--- src/rtl/core/assert_macros.svh ---
// Assertion macros of the linked list core.
// Depends on nothing; included by the top level.
`ifndef ASSERT_MACROS_SVH
`define ASSERT_MACROS_SVH
`ifndef SYNTHESIS
`define ASSERT_IMPLIES(label, clk, rst_n, a, c) \
  label: assert property (@(posedge clk) disable iff (!rst_n) (a) |-> (c)) \
    else $error("assertion failed");
`define ASSERT_NEXT(label, clk, rst_n, a, c) \
  label: assert property (@(posedge clk) disable iff (!rst_n) (a) |=> (c)) \
    else $error("assertion failed");
`else
`define ASSERT_IMPLIES(label, clk, rst_n, a, c)
`define ASSERT_NEXT(label, clk, rst_n, a, c)
`endif
`endif

--- src/rtl/core/dll_pkg.sv ---
// Package of the linked list core: command and result codes, sizes.
// Depends on nothing; used by every module of the core.
package dll_pkg;
  localparam int CAPACITY_DEF = 32;
  localparam int MAX_RESULTS = 32;
  localparam int ID_W = 16;
  localparam int TAG_W = 64;

  localparam logic [2:0] FUNC_ADD_FRONT = 3'd0;
  localparam logic [2:0] FUNC_ADD_END = 3'd1;
  localparam logic [2:0] FUNC_DELETE = 3'd2;
  localparam logic [2:0] FUNC_NEXT = 3'd3;
  localparam logic [2:0] FUNC_PREV = 3'd4;
  localparam logic [2:0] FUNC_LIST_FWD = 3'd5;
  localparam logic [2:0] FUNC_LIST_BWD = 3'd6;

  localparam logic [1:0] KIND_ENTRY = 2'd0;
  localparam logic [1:0] KIND_END = 2'd1;
  localparam logic [1:0] KIND_START = 2'd2;
  localparam logic [1:0] KIND_FULL = 2'd3;

  typedef struct packed {
    logic       vld;
    logic [1:0] kind;
    logic       last;
  } res_ctl_t;
endpackage

--- src/rtl/core/dll_alloc.sv ---
// Slot usage flags and lowest-free-slot search of the linked list core.
// Depends on dll_pkg.
module dll_alloc #(
  parameter int CAPACITY = dll_pkg::CAPACITY_DEF,
  parameter int PW = $clog2(CAPACITY + 1)
) (
  input  logic          clk,
  input  logic          rst_n,
  input  logic          set_en,
  input  logic          clr_en,
  input  logic [PW-1:0] slot,
  output logic          full,
  output logic [PW-1:0] free_slot
);
  logic [CAPACITY-1:0] used_r;

  always_ff @(posedge clk) begin
    if (!rst_n) begin
      used_r <= '0;
    end else begin
      if (set_en) used_r[slot[$clog2(CAPACITY)-1:0]] <= 1'b1;
      if (clr_en) used_r[slot[$clog2(CAPACITY)-1:0]] <= 1'b0;
    end
  end

  // Priority encoder over the free flags.
  always_comb begin
    free_slot = PW'(CAPACITY);
    for (int i = CAPACITY - 1; i >= 0; i--) begin
      if (!used_r[i]) free_slot = PW'(i);
    end
  end
  assign full = &used_r;
endmodule

--- src/rtl/core/doubly_linked_list_with_cursor_core.sv ---
// Top level of the linked list core: sequencer, node memories, pointers.
// Depends on dll_pkg, dll_alloc and assert_macros.svh.
//
//  channel | ports                              | direction
//  in      | start, busy, in_func/id/tag        | command beat in
//  out     | out_valid, out_kind/id/tag/last    | result beat out, no stall
//
// A command is taken when start is high and busy is low. Busy then stays high
// until the command is done: an add takes a free slot and links the node at
// the front or end, or reports full on a full pool; a move reads the cursor
// node, if any, and then its neighbour; a delete reads and compares nodes from
// the head until an id matches or the list ends; a listing reads one node per
// result reported. The node memories have a single read port. Reset (rst_n low
// at a clock edge) empties the list at once. Results are shown one cycle each and cannot be held off.
`include "assert_macros.svh"
module doubly_linked_list_with_cursor_core #(
  parameter int CAPACITY = dll_pkg::CAPACITY_DEF
) (
  input  logic                     clk,
  input  logic                     rst_n,
  input  logic                     start,
  output logic                     busy,
  input  logic [2:0]               in_func,
  input  logic [dll_pkg::ID_W-1:0] in_entry_id,
  input  logic [dll_pkg::TAG_W-1:0] in_entry_tag,
  output logic                     out_valid,
  output logic [1:0]               out_kind,
  output logic [dll_pkg::ID_W-1:0] out_out_id,
  output logic [dll_pkg::TAG_W-1:0] out_out_tag,
  output logic                     out_last
);
  localparam int PW = $clog2(CAPACITY + 1);
  localparam int AW = $clog2(CAPACITY);
  localparam logic [PW-1:0] NIL = PW'(CAPACITY);
  localparam int CW = $clog2(CAPACITY + dll_pkg::MAX_RESULTS + 1);

  // Sequencer states.
  localparam logic [3:0] S_IDLE = 4'd0;
  localparam logic [3:0] S_ADD = 4'd1;
  localparam logic [3:0] S_ADD_LINK = 4'd2;
  localparam logic [3:0] S_RD = 4'd3;
  localparam logic [3:0] S_DEL_CHK = 4'd4;
  localparam logic [3:0] S_DEL_P = 4'd5;
  localparam logic [3:0] S_DEL_N = 4'd6;
  localparam logic [3:0] S_MOV_CHK = 4'd7;
  localparam logic [3:0] S_MOV_CHK2 = 4'd8;
  localparam logic [3:0] S_LIST = 4'd9;

  // Node memories, one read port (registered) and one write port per array.
  logic [dll_pkg::ID_W-1:0]  ids_mem [CAPACITY];
  logic [dll_pkg::TAG_W-1:0] tags_mem [CAPACITY];
  logic [PW-1:0]             prev_mem [CAPACITY];
  logic [PW-1:0]             next_mem [CAPACITY];

  logic [dll_pkg::ID_W-1:0]  rd_id_r;
  logic [dll_pkg::TAG_W-1:0] rd_tag_r;
  logic [PW-1:0]             rd_prev_r, rd_next_r;

  logic [3:0]  state_r, state_nxt;
  logic [2:0]  func_r;
  logic [dll_pkg::ID_W-1:0]  id_r;
  logic [dll_pkg::TAG_W-1:0] tag_r;
  logic [PW-1:0] head_r, head_nxt, tail_r, tail_nxt, cur_r, cur_nxt;
  logic [PW-1:0] ptr_r, ptr_nxt, slot_r;
  logic [CW-1:0] cnt_r, cnt_nxt;
  logic          walk_fwd_r;

  // Memory controls.
  logic          rd_en;
  logic [PW-1:0] rd_addr;
  logic          wn_en, wp_en, wd_en;
  logic [PW-1:0] wn_addr, wn_data, wp_addr, wp_data;

  dll_pkg::res_ctl_t res_nxt, res_r;
  logic [dll_pkg::ID_W-1:0]  res_id_r;
  logic [dll_pkg::TAG_W-1:0] res_tag_r;
  logic                      res_entry;

  logic          al_set, al_clr, al_full;
  logic [PW-1:0] al_slot, al_free;

  dll_alloc #(.CAPACITY(CAPACITY), .PW(PW)) u_alloc (
    .clk(clk), .rst_n(rst_n), .set_en(al_set), .clr_en(al_clr),
    .slot(al_slot), .full(al_full), .free_slot(al_free)
  );

  always_ff @(posedge clk) begin
    if (rd_en) begin
      rd_id_r   <= ids_mem[rd_addr[AW-1:0]];
      rd_tag_r  <= tags_mem[rd_addr[AW-1:0]];
      rd_prev_r <= prev_mem[rd_addr[AW-1:0]];
      rd_next_r <= next_mem[rd_addr[AW-1:0]];
    end
    if (wd_en) begin
      ids_mem[slot_r[AW-1:0]]  <= id_r;
      tags_mem[slot_r[AW-1:0]] <= tag_r;
    end
    if (wn_en) next_mem[wn_addr[AW-1:0]] <= wn_data;
    if (wp_en) prev_mem[wp_addr[AW-1:0]] <= wp_data;
  end

  assign busy = (state_r != S_IDLE);

  always_comb begin
    state_nxt = state_r;
    head_nxt = head_r;
    tail_nxt = tail_r;
    cur_nxt = cur_r;
    ptr_nxt = ptr_r;
    cnt_nxt = cnt_r;
    rd_en = 1'b0;
    rd_addr = ptr_r;
    wn_en = 1'b0; wn_addr = slot_r; wn_data = NIL;
    wp_en = 1'b0; wp_addr = slot_r; wp_data = NIL;
    wd_en = 1'b0;
    al_set = 1'b0; al_clr = 1'b0; al_slot = slot_r;
    res_nxt = '0;
    res_entry = 1'b0;
    unique case (state_r)
      S_IDLE: begin
        if (start) begin
          unique case (in_func)
            dll_pkg::FUNC_ADD_FRONT, dll_pkg::FUNC_ADD_END: state_nxt = S_ADD;
            dll_pkg::FUNC_DELETE: begin
              ptr_nxt = head_r;
              cnt_nxt = '0;
              state_nxt = S_RD;
            end
            dll_pkg::FUNC_NEXT, dll_pkg::FUNC_PREV: begin
              ptr_nxt = cur_r;
              cnt_nxt = '0;
              state_nxt = S_RD;
            end
            dll_pkg::FUNC_LIST_FWD: begin
              ptr_nxt = head_r; cnt_nxt = '0; state_nxt = S_RD;
            end
            dll_pkg::FUNC_LIST_BWD: begin
              ptr_nxt = tail_r; cnt_nxt = '0; state_nxt = S_RD;
            end
            default: state_nxt = S_IDLE;
          endcase
        end
      end
      S_ADD: begin
        if (al_full) begin
          res_nxt = '{vld: 1'b1, kind: dll_pkg::KIND_FULL, last: 1'b1};
          state_nxt = S_IDLE;
        end else begin
          al_set = 1'b1; al_slot = al_free;
          state_nxt = S_ADD_LINK;
        end
      end
      S_ADD_LINK: begin
        wd_en = 1'b1;
        wn_en = 1'b1; wp_en = 1'b1;
        if (head_r == NIL || tail_r == NIL) begin
          head_nxt = slot_r; tail_nxt = slot_r; cur_nxt = slot_r;
          state_nxt = S_IDLE;
        end else if (func_r == dll_pkg::FUNC_ADD_FRONT) begin
          wn_data = head_r;
          head_nxt = slot_r;
          ptr_nxt = head_r;
          state_nxt = S_DEL_P;
        end else begin
          wp_data = tail_r;
          tail_nxt = slot_r;
          ptr_nxt = tail_r;
          state_nxt = S_DEL_N;
        end
      end
      S_RD: begin
        // Uniform node read step for all walkers; a null pointer or a full count ends the walk.
        if (ptr_r == NIL || cnt_r == CW'(CAPACITY)) begin
          if (func_r == dll_pkg::FUNC_NEXT) begin
            res_nxt = '{vld: 1'b1, kind: dll_pkg::KIND_END, last: 1'b1};
          end else if (func_r == dll_pkg::FUNC_PREV) begin
            res_nxt = '{vld: 1'b1, kind: dll_pkg::KIND_START, last: 1'b1};
          end
          state_nxt = S_IDLE;
        end else begin
          rd_en = 1'b1;
          priority if (func_r == dll_pkg::FUNC_DELETE) state_nxt = S_DEL_CHK;
          else if (func_r == dll_pkg::FUNC_NEXT || func_r == dll_pkg::FUNC_PREV)
            state_nxt = S_MOV_CHK;
          else state_nxt = S_LIST;
        end
      end
      S_DEL_CHK: begin
        if (rd_id_r == id_r) begin
          if (ptr_r == head_r) head_nxt = rd_next_r;
          if (ptr_r == tail_r) tail_nxt = rd_prev_r;
          if (cur_r == ptr_r) cur_nxt = (rd_next_r != NIL) ? rd_next_r : rd_prev_r;
          al_clr = 1'b1; al_slot = ptr_r;
          wn_en = (rd_prev_r != NIL); wn_addr = rd_prev_r; wn_data = rd_next_r;
          wp_en = (rd_next_r != NIL); wp_addr = rd_next_r; wp_data = rd_prev_r;
          state_nxt = S_IDLE;
        end else begin
          ptr_nxt = rd_next_r;
          cnt_nxt = cnt_r + 1'b1;
          state_nxt = S_RD;
        end
      end
      S_DEL_P: begin
        // Link old head back to the new front node.
        wp_en = 1'b1; wp_addr = ptr_r; wp_data = slot_r;
        state_nxt = S_IDLE;
      end
      S_DEL_N: begin
        wn_en = 1'b1; wn_addr = ptr_r; wn_data = slot_r;
        state_nxt = S_IDLE;
      end
      S_MOV_CHK: begin
        ptr_nxt = walk_fwd_r ? rd_next_r : rd_prev_r;
        if (ptr_nxt == NIL) begin
          res_nxt = '{vld: 1'b1, kind: walk_fwd_r ? dll_pkg::KIND_END
                                                  : dll_pkg::KIND_START, last: 1'b1};
          state_nxt = S_IDLE;
        end else begin
          cur_nxt = ptr_nxt;
          rd_en = 1'b1; rd_addr = ptr_nxt;
          state_nxt = S_MOV_CHK2;
        end
      end
      S_MOV_CHK2: begin
        if ((walk_fwd_r ? rd_next_r : rd_prev_r) == NIL) begin
          res_nxt = '{vld: 1'b1, kind: walk_fwd_r ? dll_pkg::KIND_END
                                                  : dll_pkg::KIND_START, last: 1'b1};
        end
        state_nxt = S_IDLE;
      end
      S_LIST: begin
        ptr_nxt = walk_fwd_r ? rd_next_r : rd_prev_r;
        cnt_nxt = cnt_r + 1'b1;
        res_entry = 1'b1;
        res_nxt.vld = 1'b1;
        res_nxt.kind = dll_pkg::KIND_ENTRY;
        res_nxt.last = (ptr_nxt == NIL) || (cnt_nxt == CW'(CAPACITY)) ||
                       (cnt_nxt == CW'(dll_pkg::MAX_RESULTS));
        state_nxt = res_nxt.last ? S_IDLE : S_RD;
      end
      default: state_nxt = S_IDLE;
    endcase
  end

  always_ff @(posedge clk) begin
    if (!rst_n) begin
      state_r <= S_IDLE;
      head_r <= NIL;
      tail_r <= NIL;
      cur_r <= NIL;
      res_r <= '0;
    end else begin
      state_r <= state_nxt;
      head_r <= head_nxt;
      tail_r <= tail_nxt;
      cur_r <= cur_nxt;
      res_r <= res_nxt;
    end
  end

  always_ff @(posedge clk) begin
    ptr_r <= ptr_nxt;
    cnt_r <= cnt_nxt;
    if (state_r == S_ADD) slot_r <= al_free;
    if (state_r == S_IDLE && start) begin
      func_r <= in_func;
      id_r <= in_entry_id;
      tag_r <= in_entry_tag;
      walk_fwd_r <= (in_func == dll_pkg::FUNC_NEXT) ||
                    (in_func == dll_pkg::FUNC_LIST_FWD);
    end
    res_id_r <= res_entry ? rd_id_r : '0;
    res_tag_r <= res_entry ? rd_tag_r : '0;
  end

  assign out_valid = res_r.vld;
  assign out_kind = res_r.kind;
  assign out_last = res_r.last;
  assign out_out_id = res_id_r;
  assign out_out_tag = res_tag_r;

  // After a result that is not the last one, the core is still busy.
  `ASSERT_NEXT(a_res_busy, clk, rst_n, res_nxt.vld && !res_nxt.last, busy)
  // While idle, head and tail are null together.
  `ASSERT_IMPLIES(a_ends, clk, rst_n, state_r == S_IDLE, (head_r == NIL) == (tail_r == NIL))
  // An empty list has no cursor.
  `ASSERT_IMPLIES(a_cur, clk, rst_n, state_r == S_IDLE && head_r == NIL, cur_r == NIL)
endmodule
--- config.mk ---
export PLATFORM = sky130hd
export DESIGN_NAME = doubly_linked_list_with_cursor_core
export DESIGN_NICKNAME = d
export VERILOG_FILES = /design/src/rtl/core/dll_pkg.sv /design/src/rtl/core/dll_alloc.sv /design/src/rtl/core/doubly_linked_list_with_cursor_core.sv
export VERILOG_INCLUDE_DIRS = /design/src /design/src/rtl/core
export SDC_FILE = /design/constraint.sdc
export NUM_CORES = 2
export LEC_CHECK = 0
export ABC_AREA = 1
export BUFFER_PORTS_ARGS = -buffer_cell sky130_fd_sc_hd__buf_2
export CAP_MARGIN = 15
export CORE_UTILIZATION = 50
export CTS_CLUSTER_DIAMETER = 100
export DETAILED_ROUTE_END_ITERATION = 8
export PLACE_DENSITY_LB_ADDON = 0.3
export SYNTH_ARGS = -nofsm -noshare
export SYNTH_HDL_FRONTEND = slang
export SYNTH_SLANG_ARGS = --single-unit
export TNS_END_PERCENT = 20
--- constraint.sdc ---
create_clock -name clk -period 14.2 [get_ports clk]
set_clock_uncertainty 0.15 [all_clocks]
set_input_delay 0.71 -clock clk [delete_from_list [all_inputs] [get_ports clk]]
set_output_delay 0.71 -clock clk [all_outputs]
set_load 0.02 [all_outputs]
Yosys cells after proc, flatten, opt, wreduce, memory -nomap -nowiden
Memories as Yosys holds them, arrays and structs flattened. A register that Yosys moved wholly into a read port is not among the register bits.
Cells that the tools add are included.
Widths: inputs -> output; s select.
- register bits after elaboration: 241
- RAM bits: 2944
- input bits: 86
- output and inout bits: 85
- word-level logic and storage cells: 219
- memories kept: 4
- add/sub/neg operators: 1
- $lt $le $gt $ge: 2
- equal/unequal tests: 43
- multiplexer cells: 119
- bitwise logic cells: 3
- reductions and logical operators: 30
- memory list (memory ; depth ; width ; rd ports ; clocked after memory_dff ; wr ports ; RTL line ; source):
    tags_mem ; 32 ; 64 ; 1 ; 1 ; 1 ; doubly_linked_list_with_cursor_core.sv:51 ; logic [dll_pkg::TAG_W-1:0] tags_mem [CAPACITY];
    ids_mem ; 32 ; 16 ; 1 ; 1 ; 1 ; doubly_linked_list_with_cursor_core.sv:50 ; logic [dll_pkg::ID_W-1:0] ids_mem [CAPACITY];
    next_mem ; 32 ; 6 ; 1 ; 1 ; 1 ; doubly_linked_list_with_cursor_core.sv:53 ; logic [PW-1:0] next_mem [CAPACITY];
    prev_mem ; 32 ; 6 ; 1 ; 1 ; 1 ; doubly_linked_list_with_cursor_core.sv:52 ; logic [PW-1:0] prev_mem [CAPACITY];
- operator list (cell ; number):
    $mux 6 ; 56
    $mux 32 ; 3
    $pmux 6 s3 ; 4
    $mux 4 ; 10
    $and 32x32->32 ; 1
    $not 32->32 ; 1
    $or 32x32->32 ; 1
    $reduce_and 32->1 ; 1
    $mux 5 ; 6
    $pmux 5 s2 ; 3
    $pmux 4 s7 ; 1
    $eq 6x6->1 const B ; 4
    $pmux 6 s2 ; 2
    $pmux 6 s4 ; 1
    $mux 7 ; 3
    $pmux 7 s3 ; 1
    $ne 2x2->1 const B ; 10
    $eq 6x6->1 ; 3
    $mux 1 ; 17
    $eq 16x16->1 ; 1
    $eq 4x3->1 const B ; 4
    $pmux 4 s4 ; 1
    $eq 7x6->1 const B ; 2
    $reduce_or 2->1 ; 7
    other kinds (27) ; 55

Longest topological paths before layout
- depth in word-level cells: 43
- depth in mapped cells: 39
- mapped depth without buffers: 38

Cells and area by module
Synthesis repeated with hierarchy kept, for this count alone.
- cells, all modules: 11390
- area total of the unflattened synthesis: 134210.0 um^2
- modules (own cells, without submodules) (module ; instances ; cells an instance ; area each (um^2) ; sequential area each (um^2)):
    doubly_linked_list_with_cursor_core ; 1 ; 11115 ; 132480.8 ; 96382.4
    dll_alloc ; 1 ; 275 ; 1729.2 ; 640.6

Least setup slack after synthesis
Ideal clock, no wire load.
- path type: register to register
- start: reg state_r[1]
- end: mem ids_mem[0][0] (netlist name), enable pin
- setup time: 0.519 ns
- arrival time: 4.673 ns
- required time: 13.531 ns
- setup slack: 8.857 ns
- cell stages (with the launch flop): 9
- buffers on the path: 2
- period minus slack after synthesis: 5.343 ns
- cells stage by stage: dfxtp_1 buf_2 inv_1 nor2_1 inv_1 nor2_1 clkbuf_1 nand3_1 nor2_1
- longest elaborated chain between the ends: 4
- ends and longest elaborated chain (element ; RTL line ; source):
    start: declaration ; doubly_linked_list_with_cursor_core.sv:59 ; logic [3:0] state_r, state_nxt;
    start signal: assignment ; doubly_linked_list_with_cursor_core.sv:253 ; state_r <= state_nxt;
    $eq 4x2->1 ; doubly_linked_list_with_cursor_core.sv:119 ; unique case (state_r)
    $mux 1 ; doubly_linked_list_with_cursor_core.sv:119 ;
    $mux 1 ; doubly_linked_list_with_cursor_core.sv:94 ; if (wd_en) begin
    $mux 1 (implied by the code) ; doubly_linked_list_with_cursor_core.sv:95 ; ids_mem[slot_r[AW-1:0]] <= id_r;
    end: declaration ; doubly_linked_list_with_cursor_core.sv:50 ;
No other way between the ends.

Worst setup path after layout
- start: reg walk_fwd_r
- end: reg rd_tag_r[16] (netlist name) (read register of tags_mem) (data pin)
- longest elaborated chain between the ends: 4
- elaborated cells on any way between the ends: 6
- those cells by class: eq/ne (1); mux (5)
- ends and longest elaborated chain (element ; RTL line ; source):
    start: declaration ; doubly_linked_list_with_cursor_core.sv:66 ; logic walk_fwd_r;
    start signal: assignment ; doubly_linked_list_with_cursor_core.sv:269 ; walk_fwd_r <= (in_func == dll_pkg::FUNC_NEXT) ||
    $mux 6 (*) ; doubly_linked_list_with_cursor_core.sv:213 ; ptr_nxt = walk_fwd_r ? rd_next_r : rd_prev_r;
    $eq 6x6->1 ; doubly_linked_list_with_cursor_core.sv:214 ; if (ptr_nxt == NIL) begin
    $mux 1 / $mux 5 (equally long branches) ; doubly_linked_list_with_cursor_core.sv:214 ;
    $pmux 1 s2 / $mux 5 (equally long branches) ; doubly_linked_list_with_cursor_core.sv:119 ;
    end: declaration ; doubly_linked_list_with_cursor_core.sv:56 ; logic [dll_pkg::TAG_W-1:0] rd_tag_r;
Every way passes the cells marked *; elsewhere a longest branch is shown, timed or not.
A chain may end at the register's enable or synchronous reset.

==> flow_metrics.env <==
export IMPL_status="finished, violations left"
export IMPL_violations="max-slew violations"
export IMPL_area_growth_pct=12.1
export IMPL_dp_hpwl_mm=172
export IMPL_grt_ovfl_total=0
export IMPL_die_h_microns=508
export IMPL_wl_per_cell_microns=27.6
export IMPL_cp_slowest_cell="buf_4"
export IMPL_slew_limit_headroom_pct=-0.0246
export IMPL_grt_first_pass_wirelength_mm=532
export IMPL_cts_buffers=346
export IMPL_min_from="start"
export IMPL_ir_drop_mv=0.340
export IMPL_rows=185
export IMPL_drtAntennaViolNets=0
export IMPL_cap_viol_max_count=0
export IMPL_place_gp_congestion=0.853
export IMPL_yosys_area_top_type="edfxtp_1"
export IMPL_cts_sinks=3277
export IMPL_yosysTopAreaCellShare_pct=73.8
export IMPL_synth_area_leaders="edfxtp_1 74%, nor2_1 6.3%, o21ai_0 5.9%, o22ai_1 4.0%, dfxtp_1 2.2%"
export IMPL_dpl_cell_count=12710
export IMPL_hold_viol=0
export IMPL_synth_cells=9712
export IMPL_worstPathBufferInverterCount=5
export IMPL_report_final_slew_viol_count=4
export IMPL_core_sq_mm=0.254
export IMPL_syn_cell_area_sq_mm=0.128
export IMPL_first_pass_iters=6
export IMPL_syn_area_per_cell_sq_um=13.2
export IMPL_ys_seq_area_share_pct=75.9
export IMPL_drive_above_1_share_pct=8.89
export IMPL_crit_type="register to register"
export IMPL_r2r_end="rd_tag_r[16]$_DFFE_PP_"
export IMPL_endpoint_kind="register"
export IMPL_whs_endpoint="state_r[1]$_SDFFE_PN0N_"
export IMPL_period_share_pct=46.8
export IMPL_start_util_pct=50.3
export IMPL_synthFlopType="edfxtp_1"
export IMPL_crit_family="buffers and inverters"
export IMPL_cts_setup_buffers=0
export IMPL_yosysWarnings=0
export IMPL_worst_ep_arrival_time_ns=7.33
export IMPL_grt_pass1_vias=79072
export IMPL_reg2reg_from="walk_fwd_r$_DFFE_PP_"
export IMPL_die_w_microns=508
export IMPL_netlist_top_cells_count="3139 x edfxtp_1, 2147 x nor2_1, 1504 x o21ai_0"
export IMPL_via_per_inst=6.28
export IMPL_vias=84192
export IMPL_cp_startpoint="walk_fwd_r$_DFFE_PP_"
export IMPL_hold_depth=5
export IMPL_grtUsageTotal_pct=28.1
export IMPL_htreeDepth=5
export IMPL_fin_nets=9865
export IMPL_cellPowerDensity_mw_per_mm2=205
export IMPL_path_max_fanout=182
export IMPL_pin_count=171
export IMPL_async_flop_share_pct=0
export IMPL_synth_edff_count=3139
export IMPL_fin_crit_ns=6.65
export IMPL_first_iter_violations=11865
export IMPL_cts_buffer_depth=4
export IMPL_worstMarginPinSlew_ns=1.50
export IMPL_start_kind="register"
export IMPL_synth_most_common_cell="edfxtp_1"
export IMPL_rsz0062_at_grt="false"
export IMPL_antenna_found_initial=11
export IMPL_synth_fp_nets=9800
export IMPL_yosysUniqueCellTypes=50
export IMPL_crit_top_cell="buf_4"
export IMPL_required_ns=14.88
export IMPL_hold_path_class="input port to register"
export IMPL_routed_wirelength_mm=370
export IMPL_route_detailed_drc=0
export IMPL_grt_start_max_net_pins=249
export IMPL_fin_setup_tns_ns=0
export IMPL_cts_tree="done"
export IMPL_regToRegSetupSlack_ns=7.55
export IMPL_power_leakage_nw=46.5
export IMPL_clkLatencyLatePin_ns=0.99
export IMPL_fin_cells=13401
export IMPL_root_buffer="clkbuf_16"
export IMPL_reg2reg_depth=15
export IMPL_max_freq_mhz=150
export IMPL_die_area_sq_mm=0.258
export IMPL_portBuffers=170
export IMPL_path_cells="o21ai_0 -> nor2_1 -> nand4_2 -> nand2_4 -> inv_2 -> o21ai_4 -> buf_12 -> buf_4 -> buf_4 -> buf_4 -> o21ai_0 -> o221ai_1 -> o21ai_1 -> o22ai_1 -> mux2_2"
export IMPL_clkTransAtPathRegs_ns=0.06
export IMPL_setup_viol=0
export IMPL_max_stage_delay_ns=0.91
export IMPL_ys_seq_elements=3277
==> repair_timing <==
| action | 4_1_cts | 5_1_grt |
|---|---|---|
| hold buffers | 83 | 0 |
| resized for setup | 0 | 0 |
| endpoints found under the hold margin | 83 | 0 |
==> power breakdown <==
group          switching (W)  internal, W
sequential          0.000665       0.0116
clock                0.00360      0.00501
combinational        0.00603      0.00244
total                 0.0103       0.0191
==> worst min-delay path: stages <==
cell and delay, ns:
buf_2 0.08, inv_1 0.07, nand2_1 0.14, nand3_1 0.09
inv_1 0.08
==> metrics by stage <==
stage	worst slack (ns)	total power (W)	cell area, sq um	util [%]	hold WS [ns]
after global routing	7.19	0.0306	143000	56.4	0.126
final	7.55	0.0294	143000	56.4	0.128
after detailed placement	7.70	0.0208	132000	51.8	0.319
after floorplan	8.86	0.0180	128000	-	0.289
after global placement	7.79	0.0206	132000	51.8	0.308
after CTS	7.68	0.0293	143000	56.3	0.0734
==> per-layer routing <==
layer | wire, microns | up-vias | global-route usage, %
met4 | 12000 | 2 | 9.48
li1 | - | 36300 | -
met1 | 146000 | 42183 | 39.5
met3 | 38500 | 746 | 4.42
met2 | 173000 | 4961 | 44.7
met5 | 207 | - | 0
==> how the worst max path moves through the flow <==
stage / depth (start not counted) / slack (ns) / to
floorplan: 8 / 8.86 / ids_mem[0][0]$_DFFE_PP_
global placement: 15 / 7.79 / rd_tag_r[16]$_DFFE_PP_
finish: 15 / 7.55 / rd_tag_r[16]$_DFFE_PP_
detailed placement: 15 / 7.70 / rd_tag_r[16]$_DFFE_PP_
CTS: 15 / 7.68 / rd_tag_r[16]$_DFFE_PP_
global route: 15 / 7.19 / rd_tag_r[16]$_DFFE_PP_
==> sequential cells by signal (all words and copies together) (netlist names), 3 cells and up <==
signal          count
func_r              3
slot_r              6
head_r              6
prev_mem          192
next_mem          192
rd_next_r           6
tags_mem         2048
rd_tag_r           64
id_r               16
ids_mem           512
out_out_id         16
state_r             4
cnt_r               7
out_out_tag        64
ptr_r               6
tail_r              6
rd_prev_r           6
tag_r              64
u_alloc.used_r     32
cur_r               6
rd_id_r            16
==> layout make-up <==
type | count | area, sq um
fillers | 20015 | 111000
flip-flops and latches | 3277 | 97000
multi-input cells | 5528 | 27400
clock buffers | 447 | 9300
well taps | 3366 | 4210
repair buffers | 384 | 3010
clock inverters | 153 | 1350
inverters | 240 | 933
diodes | 6 | 15.0
==> layout by cell type, fill, tap and decap left out, drive strengths merged, types with 3 or more instances in the layout <==
cell type    instances
edfxtp            3139
nor2              2147
o21ai             1866
o22ai              822
clkbuf             447
buf                301
inv                245
nand2              217
dfxtp              138
clkinv             120
o221ai              84
dlygate4sd3         83
mux2                71
nand4               62
nand3               60
a21oi               41
a31oi               34
o211ai              30
xnor2               23
bufinv              23
nor3                14
a221oi               8
xor2                 8
diode                6
nor4                 6
a22oi                6
a211oi               5
clkinvlp             5
o2111ai              3
a2111oi              3
==> kinds of logic (layout without fill, tap and decap cells) <==
logic type                 count (synthesis)  after routing  synth area share (%)
other                                      0              6                     0
xor gates and xnor gates                  31             31                 0.212
and+or+nand+nor                         2509           2509                  7.61
DFF                                     3277           3277                  75.9
muxes                                     71             71                 0.626
buffers and inverters                    907           1224                  2.93
AOI/OAI and AO/OA                       2915           2915                  12.7
adders and majority gates                  2              2                0.0196
(Power assumes the default switching activity.)
